===== src/mips32_instruction_execute_assert.svh =====
// Assertion macros used by the controller of the MIPS32 execute core.
`ifndef MIPS32_INSTRUCTION_EXECUTE_ASSERT_SVH
`define MIPS32_INSTRUCTION_EXECUTE_ASSERT_SVH
`ifndef SYNTH
`define MIE_ASSERT_IMP(lbl, clk, rstn, ante, cons, msg) \
	lbl: assert property (@(posedge clk) disable iff (!rstn) (ante) |-> (cons)) else $error(msg);
`define MIE_ASSERT_NXT(lbl, clk, rstn, ante, cons, msg) \
	lbl: assert property (@(posedge clk) disable iff (!rstn) (ante) |=> (cons)) else $error(msg);
`else
`define MIE_ASSERT_IMP(lbl, clk, rstn, ante, cons, msg)
`define MIE_ASSERT_NXT(lbl, clk, rstn, ante, cons, msg)
`endif
`endif


===== src/mips_ie_pkg.sv =====
// Package of types, codes and constants for the MIPS32 execute core.
`default_nettype none
package mips_ie_pkg;

	localparam int unsigned XLEN      = 32;
	localparam int unsigned NUM_REGS  = 32;
	localparam int unsigned DIV_STEPS = 32;

	// Item opcodes.
	localparam logic [1:0] ITEM_EXEC = 2'd0;
	localparam logic [1:0] ITEM_LOAD = 2'd1;
	localparam logic [1:0] ITEM_BOOT = 2'd2;
	localparam logic [1:0] ITEM_NOP  = 2'd3;

	// Access kinds.
	localparam logic [1:0] ACC_NONE  = 2'd0;
	localparam logic [1:0] ACC_READ  = 2'd1;
	localparam logic [1:0] ACC_WRITE = 2'd2;

	// Configuration register indexes.
	localparam logic [1:0] CFG_START = 2'd0;
	localparam logic [1:0] CFG_GP    = 2'd1;
	localparam logic [1:0] CFG_SP    = 2'd2;

	// Fixed register numbers.
	localparam logic [4:0] REG_V0 = 5'd2;
	localparam logic [4:0] REG_GP = 5'd28;
	localparam logic [4:0] REG_SP = 5'd29;
	localparam logic [4:0] REG_RA = 5'd31;

	// Primary opcodes.
	localparam logic [5:0] OPC_SPECIAL = 6'h00;
	localparam logic [5:0] OPC_REGIMM  = 6'h01;
	localparam logic [5:0] OPC_J       = 6'h02;
	localparam logic [5:0] OPC_JAL     = 6'h03;
	localparam logic [5:0] OPC_BEQ     = 6'h04;
	localparam logic [5:0] OPC_BNE     = 6'h05;
	localparam logic [5:0] OPC_BLEZ    = 6'h06;
	localparam logic [5:0] OPC_BGTZ    = 6'h07;
	localparam logic [5:0] OPC_ADDI    = 6'h08;
	localparam logic [5:0] OPC_ADDIU   = 6'h09;
	localparam logic [5:0] OPC_SLTI    = 6'h0A;
	localparam logic [5:0] OPC_SLTIU   = 6'h0B;
	localparam logic [5:0] OPC_ANDI    = 6'h0C;
	localparam logic [5:0] OPC_ORI     = 6'h0D;
	localparam logic [5:0] OPC_XORI    = 6'h0E;
	localparam logic [5:0] OPC_LUI     = 6'h0F;
	localparam logic [5:0] OPC_BEQL    = 6'h14;
	localparam logic [5:0] OPC_BNEL    = 6'h15;
	localparam logic [5:0] OPC_BLEZL   = 6'h16;
	localparam logic [5:0] OPC_LB      = 6'h20;
	localparam logic [5:0] OPC_LH      = 6'h21;
	localparam logic [5:0] OPC_LWL     = 6'h22;
	localparam logic [5:0] OPC_LW      = 6'h23;
	localparam logic [5:0] OPC_LBU     = 6'h24;
	localparam logic [5:0] OPC_LHU     = 6'h25;
	localparam logic [5:0] OPC_LWR     = 6'h26;
	localparam logic [5:0] OPC_SB      = 6'h28;
	localparam logic [5:0] OPC_SH      = 6'h29;
	localparam logic [5:0] OPC_SWL     = 6'h2A;
	localparam logic [5:0] OPC_SW      = 6'h2B;
	localparam logic [5:0] OPC_SWR     = 6'h2E;

	// Function codes of the special group.
	localparam logic [5:0] FN_SLL     = 6'h00;
	localparam logic [5:0] FN_SRL     = 6'h02;
	localparam logic [5:0] FN_SRA     = 6'h03;
	localparam logic [5:0] FN_SLLV    = 6'h04;
	localparam logic [5:0] FN_SRLV    = 6'h06;
	localparam logic [5:0] FN_SRAV    = 6'h07;
	localparam logic [5:0] FN_JR      = 6'h08;
	localparam logic [5:0] FN_JALR    = 6'h09;
	localparam logic [5:0] FN_SYSCALL = 6'h0C;
	localparam logic [5:0] FN_MFHI    = 6'h10;
	localparam logic [5:0] FN_MTHI    = 6'h11;
	localparam logic [5:0] FN_MFLO    = 6'h12;
	localparam logic [5:0] FN_MTLO    = 6'h13;
	localparam logic [5:0] FN_MULT    = 6'h18;
	localparam logic [5:0] FN_MULTU   = 6'h19;
	localparam logic [5:0] FN_DIV     = 6'h1A;
	localparam logic [5:0] FN_DIVU    = 6'h1B;
	localparam logic [5:0] FN_ADD     = 6'h20;
	localparam logic [5:0] FN_ADDU    = 6'h21;
	localparam logic [5:0] FN_SUB     = 6'h22;
	localparam logic [5:0] FN_SUBU    = 6'h23;
	localparam logic [5:0] FN_AND     = 6'h24;
	localparam logic [5:0] FN_OR      = 6'h25;
	localparam logic [5:0] FN_XOR     = 6'h26;
	localparam logic [5:0] FN_NOR     = 6'h27;
	localparam logic [5:0] FN_SLT     = 6'h2A;
	localparam logic [5:0] FN_SLTU    = 6'h2B;

	// Register-immediate branch codes (rt field).
	localparam logic [4:0] RI_BLTZ   = 5'h00;
	localparam logic [4:0] RI_BGEZ   = 5'h01;
	localparam logic [4:0] RI_BLTZAL = 5'h10;
	localparam logic [4:0] RI_BGEZAL = 5'h11;

	// Pending load kinds.
	localparam logic [2:0] LK_NONE = 3'd0;
	localparam logic [2:0] LK_LB   = 3'd1;
	localparam logic [2:0] LK_LH   = 3'd2;
	localparam logic [2:0] LK_LWL  = 3'd3;
	localparam logic [2:0] LK_LW   = 3'd4;
	localparam logic [2:0] LK_LBU  = 3'd5;
	localparam logic [2:0] LK_LHU  = 3'd6;
	localparam logic [2:0] LK_LWR  = 3'd7;

	typedef struct packed {
		logic [1:0]  opcode;
		logic [31:0] instruction_word;
		logic [31:0] load_word;
	} item_t;

	typedef struct packed {
		logic [31:0] fetch_address;
		logic [1:0]  access_kind;
		logic [31:0] access_address;
		logic [31:0] store_data;
		logic [3:0]  byte_lanes;
		logic        load_pending;
		logic        reg_written;
		logic [4:0]  reg_number;
		logic [31:0] reg_value;
		logic        service_request;
		logic [31:0] service_code;
	} result_t;

	typedef struct packed {
		logic       capture;
		logic       read;
		logic       exec;
		logic       div_step;
		logic       div_fix;
		logic       boot_clr;
		logic       boot_wr;
		logic [1:0] boot_sel;
		logic       publish;
	} cmd_t;

	typedef struct packed {
		logic boot;
		logic div_go;
	} sts_t;

endpackage
`default_nettype wire


===== src/mips_ie_ctrl.sv =====
// Controller state machine that sequences each item through the datapath.
`default_nettype none
`include "mips32_instruction_execute_assert.svh"
module mips_ie_ctrl (
	input  wire logic              clk,
	input  wire logic              arst_n,
	input  wire logic              item_valid,
	output logic                   item_ready,
	output logic                   result_valid,
	input  wire logic              result_ready,
	input  wire mips_ie_pkg::sts_t sts,
	output mips_ie_pkg::cmd_t      cmd
);
	localparam int unsigned CW = $clog2(mips_ie_pkg::DIV_STEPS);
	localparam logic [CW-1:0] CNT_LAST = CW'(mips_ie_pkg::DIV_STEPS - 1);
	localparam logic [CW-1:0] BOOT_LAST = CW'(2);

	localparam logic [2:0] ST_IDLE = 3'd0;
	localparam logic [2:0] ST_RD   = 3'd1;
	localparam logic [2:0] ST_EX   = 3'd2;
	localparam logic [2:0] ST_DIV  = 3'd3;
	localparam logic [2:0] ST_DFIX = 3'd4;
	localparam logic [2:0] ST_BOOT = 3'd5;
	localparam logic [2:0] ST_FIN  = 3'd6;

	logic [2:0]    state_q, state_d;
	logic [CW-1:0] cnt_q;
	logic          out_valid_q;
	logic          accept;

	assign item_ready   = (state_q == ST_IDLE);
	assign accept       = item_valid && item_ready;
	assign result_valid = out_valid_q;

	always_comb begin
		cmd          = '0;
		cmd.capture  = accept;
		cmd.read     = (state_q == ST_RD);
		cmd.exec     = (state_q == ST_EX);
		cmd.div_step = (state_q == ST_DIV);
		cmd.div_fix  = (state_q == ST_DFIX);
		cmd.boot_clr = (state_q == ST_BOOT) && (cnt_q == '0);
		cmd.boot_wr  = (state_q == ST_BOOT);
		cmd.boot_sel = cnt_q[1:0];
		cmd.publish  = (state_q == ST_FIN) && (!out_valid_q || result_ready);
	end

	always_comb begin
		state_d = state_q;
		case (state_q)
			ST_IDLE: if (accept) state_d = ST_RD;
			ST_RD:   state_d = sts.boot ? ST_BOOT : ST_EX;
			ST_EX:   state_d = sts.div_go ? ST_DIV : ST_FIN;
			ST_DIV:  if (cnt_q == CNT_LAST) state_d = ST_DFIX;
			ST_DFIX: state_d = ST_FIN;
			ST_BOOT: if (cnt_q == BOOT_LAST) state_d = ST_FIN;
			ST_FIN:  if (cmd.publish) state_d = ST_IDLE;
			default: state_d = ST_IDLE;
		endcase
	end

	always_ff @(posedge clk or negedge arst_n) begin
		if (!arst_n) begin
			state_q     <= ST_IDLE;
			cnt_q       <= '0;
			out_valid_q <= 1'b0;
		end else begin
			state_q <= state_d;
			if (state_q == ST_DIV || state_q == ST_BOOT) begin
				cnt_q <= cnt_q + 1'b1;
			end else begin
				cnt_q <= '0;
			end
			if (cmd.publish) begin
				out_valid_q <= 1'b1;
			end else if (result_ready) begin
				out_valid_q <= 1'b0;
			end
		end
	end

	`MIE_ASSERT_NXT(a_accept_busy, clk, arst_n, accept, state_q == ST_RD, "accepted item did not start")
	`MIE_ASSERT_NXT(a_publish_valid, clk, arst_n, cmd.publish, out_valid_q, "published result not offered")
	`MIE_ASSERT_IMP(a_div_count, clk, arst_n, state_q == ST_DFIX, $past(cnt_q) == CNT_LAST, "divide left early")
endmodule
`default_nettype wire


===== config.mk =====
export PLATFORM = sky130hd
export DESIGN_NAME = mips_ie_ctrl
export DESIGN_NICKNAME = d
export VERILOG_FILES = /design/src/mips_ie_pkg.sv /design/src/mips_ie_ctrl.sv
export VERILOG_INCLUDE_DIRS = /design/src /design/src/src
export SDC_FILE = /design/constraint.sdc
export NUM_CORES = 1
export LEC_CHECK = 0
export BUFFER_PORTS_ARGS = -buffer_cell sky130_fd_sc_hd__buf_2
export CORE_MARGIN = 1
export CORE_UTILIZATION = 45
export DETAILED_ROUTE_END_ITERATION = 12
export PLACE_DENSITY = 0.8
export SLEW_MARGIN = 10
export SYNTH_ARGS = -nofsm -noshare
export SYNTH_HDL_FRONTEND = slang
export SYNTH_SLANG_ARGS = --single-unit

===== constraint.sdc =====
create_clock -name clk -period 1.9 [get_ports clk]
set_clock_uncertainty 0.1 [all_clocks]
set_input_delay 0.285 -clock clk [delete_from_list [all_inputs] [get_ports clk]]
set_output_delay 0.285 -clock clk [all_outputs]
set_load 0.02 [all_outputs]

Yosys cells after proc, flatten, opt, wreduce, memory -nomap -nowiden
Index checks and enable logic that the tools add are counted.

word-level totals
  logic and storage cells = 36
  bits of input ports = 6
  bits in registers = 9

operators by class
  add/subtract/negate cells = 1
  reduce and logical (&&, ||, !) cells = 10
  equal/unequal tests = 12
  muxes and demuxes = 10

operators with widths
  operator             number
  $pmux 3 s7           1
  $mux 3               6
  $eq 3x3->1 const B   3
  $eq 3x2->1 const B   2
  $ne 2x1->1 const B   3
  $add 5x1->5 const B  1
  $eq 5x2->1 const B   1
  $eq 5x5->1 const B   1
  $logic_not 5->1      1
  $mux 5               1
  $reduce_and 4->1     1
  $eq 3x1->1 const B   1
  $logic_and 1x1->1    3
  $logic_not 3->1      1
  $logic_or 1x1->1     2
  $mux 1               2
  $ne 2x2->1 const B   1
  $reduce_bool 2->1    1
  $logic_not 1->1      1

Longest topological paths before layout
  depth after elaboration = 5
  mapped depth = 6
  depth with buffers taken out = 6

Worst setup path before layout
OpenSTA, ideal clock, no wires.

  path kind = register to output
  start point = register state_q[0]
  end point = output port cmd[9] (netlist name)
  buffers on the path = 2
  cell stages (with the launch flop) = 5
  path slack = 0.294 ns
  required time = 1.515 ns
  arrival time = 1.221 ns
  cell sequence = dfrtp_1 > buf_4 > nor3_2 > and2_1 > buf_4

between the ends
  cells in the longest elaborated chain, start to end = 2

RTL lines
  element                   RTL line            source
  start: declaration        mips_ie_ctrl.sv:26  logic [2:0] state_q, state_d;
  start signal: assignment  mips_ie_ctrl.sv:68  state_q <= state_d;
  $logic_not 3->1           mips_ie_ctrl.sv:31  assign item_ready = (state_q == ST_IDLE);
  via item_ready            mips_ie_ctrl.sv:8   output logic item_ready,
  $logic_and 1x1->1         mips_ie_ctrl.sv:32  assign accept = item_valid && item_ready;
  end: declaration          mips_ie_ctrl.sv:12  output mips_ie_pkg::cmd_t cmd

The timed path passes the listed nets, and every way through them passes these cells.

==> results.toml <==
[run_status]
status = "finished, final reports clean"

[layout]
area_growth_pct = 15.78
n_antenna_cell = 0
drive_gt1_share_pct = 37.35
multiInputGateArea_um2 = 334.1
fillers = 120
layout.area.seq_um2 = 226.5
num-nets-final = 94

[place]
place_congestion = 0.8035
port_buffers = 17
hpwlAfterDp_um = 889.1
pre_cts_ws_ps = 220.8

[sta]
drv_slew = 0
rsz0062_at_grt = "no"
relSlewSlack_pct = 70.86
setup_slack_ps = 75.56
hold_viol = 0
fin_crit_sh_pct = 96.02
worst_pin_slew_ps = 437.1
fmax_mhz = 548.1
min_period_ps = 1824
setup_viol = 0
fin_setup_tns_ps = 0

[critical_path]
crit_path_max_fanout = 11
end_kind = "output pin"
cp.required_ps = 1510
cp-start-kind = "register"
r2r_cells = 6
crit_type = "register to output pin"
critPathLaunch = "state_q[1]"
cp_data_arrival_time_ps = 1440
regToRegStartpoint = "cnt_q[0]"

[routing]
routed_via_density = 5.214
drt_iter0_drc = 12
vias = 511
first_pass_iters = 2
ant_nets = 0
drc_errors = 0
wl_per_cell_um = 11.73
drt_wl_total_um = 1150

[pwr]
p_leak_nw = 0.3932
power_density_nw_per_um2 = 1490
peakVddDrop_mv = 0.6322

[global_routing]
grtUsageTotal_pct = 18.56
grt_pass1_wl_um = 1814
overflow = 0
antenna_found_initial = 0
grt_pass1_vias = 391
grt_start_max_net_pins = 15

[yosys]
syn_area_per_cell_um2 = 9.611
synth_edf_count = 0
ys_seq_area_share_pct = 35.50
synthCells = 66
async_reset_ff_share_pct = 100.0
yosys_warnings = 0
syn_area_um2 = 634.4
ys_ff_latch = 9
synth_cell_types = 32
ys.flop_type = "dfrtp_1"
synth_nets = 76

[worst_hold_path]
hp-start = "sts[1]"
hold_path_depth = 3
hold_path.class = "input port to register"

[floorplan]
die_h_um = 39.55
fp-row-count = 13
initial_core_util_pct = 48.75
die_w_um = 39.55
die-area_um2 = 1564
num_io_pins = 18
core_area_um2 = 1301

[clock_tree]
cts_tree = "yes"
cts-root-buf = "clkbuf_4"
cts_num_sinks = 9
clock_latency_ps = 260
clock_path_buffers = 2
cts_buffers = 3
cts_setup_buffers = 0
clkTransAtPathRegs_ps = 60
cts_htree_levels = 1

[job]
cap_violations = 0
[state kept, by name (all words and copies together) (netlist names)]
signal / count
state_q: 3
result_valid: 1
cnt_q: 5
[synth_stat cells, drive strengths merged, types with 2 or more instances]
| library cell | n | area, um^2 |
|---|---|---|
| ha | 4 | 50.05 |
| o21ai | 4 | 20.01 |
| xor2 | 2 | 25.03 |
| and2 | 2 | 12.51 |
| dfrtp | 9 | 225.2 |
| a2bb2oi | 2 | 17.52 |
| a21oi | 3 | 18.77 |
| inv | 7 | 26.27 |
| buf | 6 | 48.80 |
| nand2b | 2 | 12.51 |
| and3 | 4 | 26.28 |
| nor2 | 4 | 15.01 |
| nand2 | 2 | 7.510 |
| nor3 | 4 | 25.02 |
[metrics by stage]
stage               total power, W  area [um^2]  utilization (%)  instances  hold WS, ps
floorplan                0.0008410        634.4                -         66       -110.6
global placement         0.0009312        696.9            53.56         93        45.01
detailed placement       0.0009482        696.9            53.56         93        46.20
CTS                       0.001104        733.2            56.35         98        235.9
global route              0.001183        734.5            56.44         98        267.9
finish                    0.001094        734.5            56.44         98        239.3
[worst paths after layout]
path                               to  slack [ps]
hold reg to reg              cnt_q[0]         400
setup / recovery               cmd[4]          80
hold / removal             state_q[1]         240
max in group asynchronous  state_q[0]        1210
min in group asynchronous    cnt_q[4]         300
setup reg to reg           state_q[2]         250
[critical path, stage by stage (launching register included)]
cell and delay (ps):
dfrtp_1 610, nand3b_4 230, inv_2 40, and3_1 150
buf_2 150
[cell families after synthesis]
kind of cell / synth area share [%]
fa+ha+maj: 7.890
compound gates: 14.99
simple gates: 24.46
xor+xnor: 5.327
flops: 35.50
buf+inv: 11.83
[report_power, final]
group / internal, W / total (W) / switching, W / leakage (nW)
Combinational: 0.000240 / 0.000563 / 0.000323 / 0.262
Clock: 0.0000811 / 0.000150 / 0.0000691 / 0.0150
Sequential: 0.000253 / 0.000382 / 0.000129 / 0.116
[cells in the final DEF (no fill, tap or decap), types with 3 or more instances in the layout]
cell / instances
dfrtp_1: 8
o21ai_0: 3
ha_1: 4
inv_2: 3
inv_1: 4
nor2_1: 4
buf_2: 17
clkbuf_4: 3
and3_1: 3
nor3_1: 3
[routing by layer]
layer  wire length, um  vias to the layer above  track usage [%]
met2               523                        8            25.00
met5                 0                        -                0
met3                34                        5            5.114
li1                  -                      261                -
met1               561                      237            25.09
met4                31                        0            12.93
[area by class of cell]
| cell class | count | area share [%] |
|---|---|---|
| Clock buffer | 4 | 3.578 |
| Tap cell | 15 | 2.555 |
| Inverter | 7 | 3.578 |
| Multi-Input combinational cell | 44 | 45.49 |
| Sequential cell | 9 | 30.83 |
| Timing Repair Buffer | 19 | 13.97 |
[what timing repair did]
item                                    in CTS  in global routing
hold endpoints to repair                     9                  0
hold buffers                                 1                  0
resized for setup                            0                  1
endpoints found under the setup margin       0                  1
(Power assumes the default switching activity.)
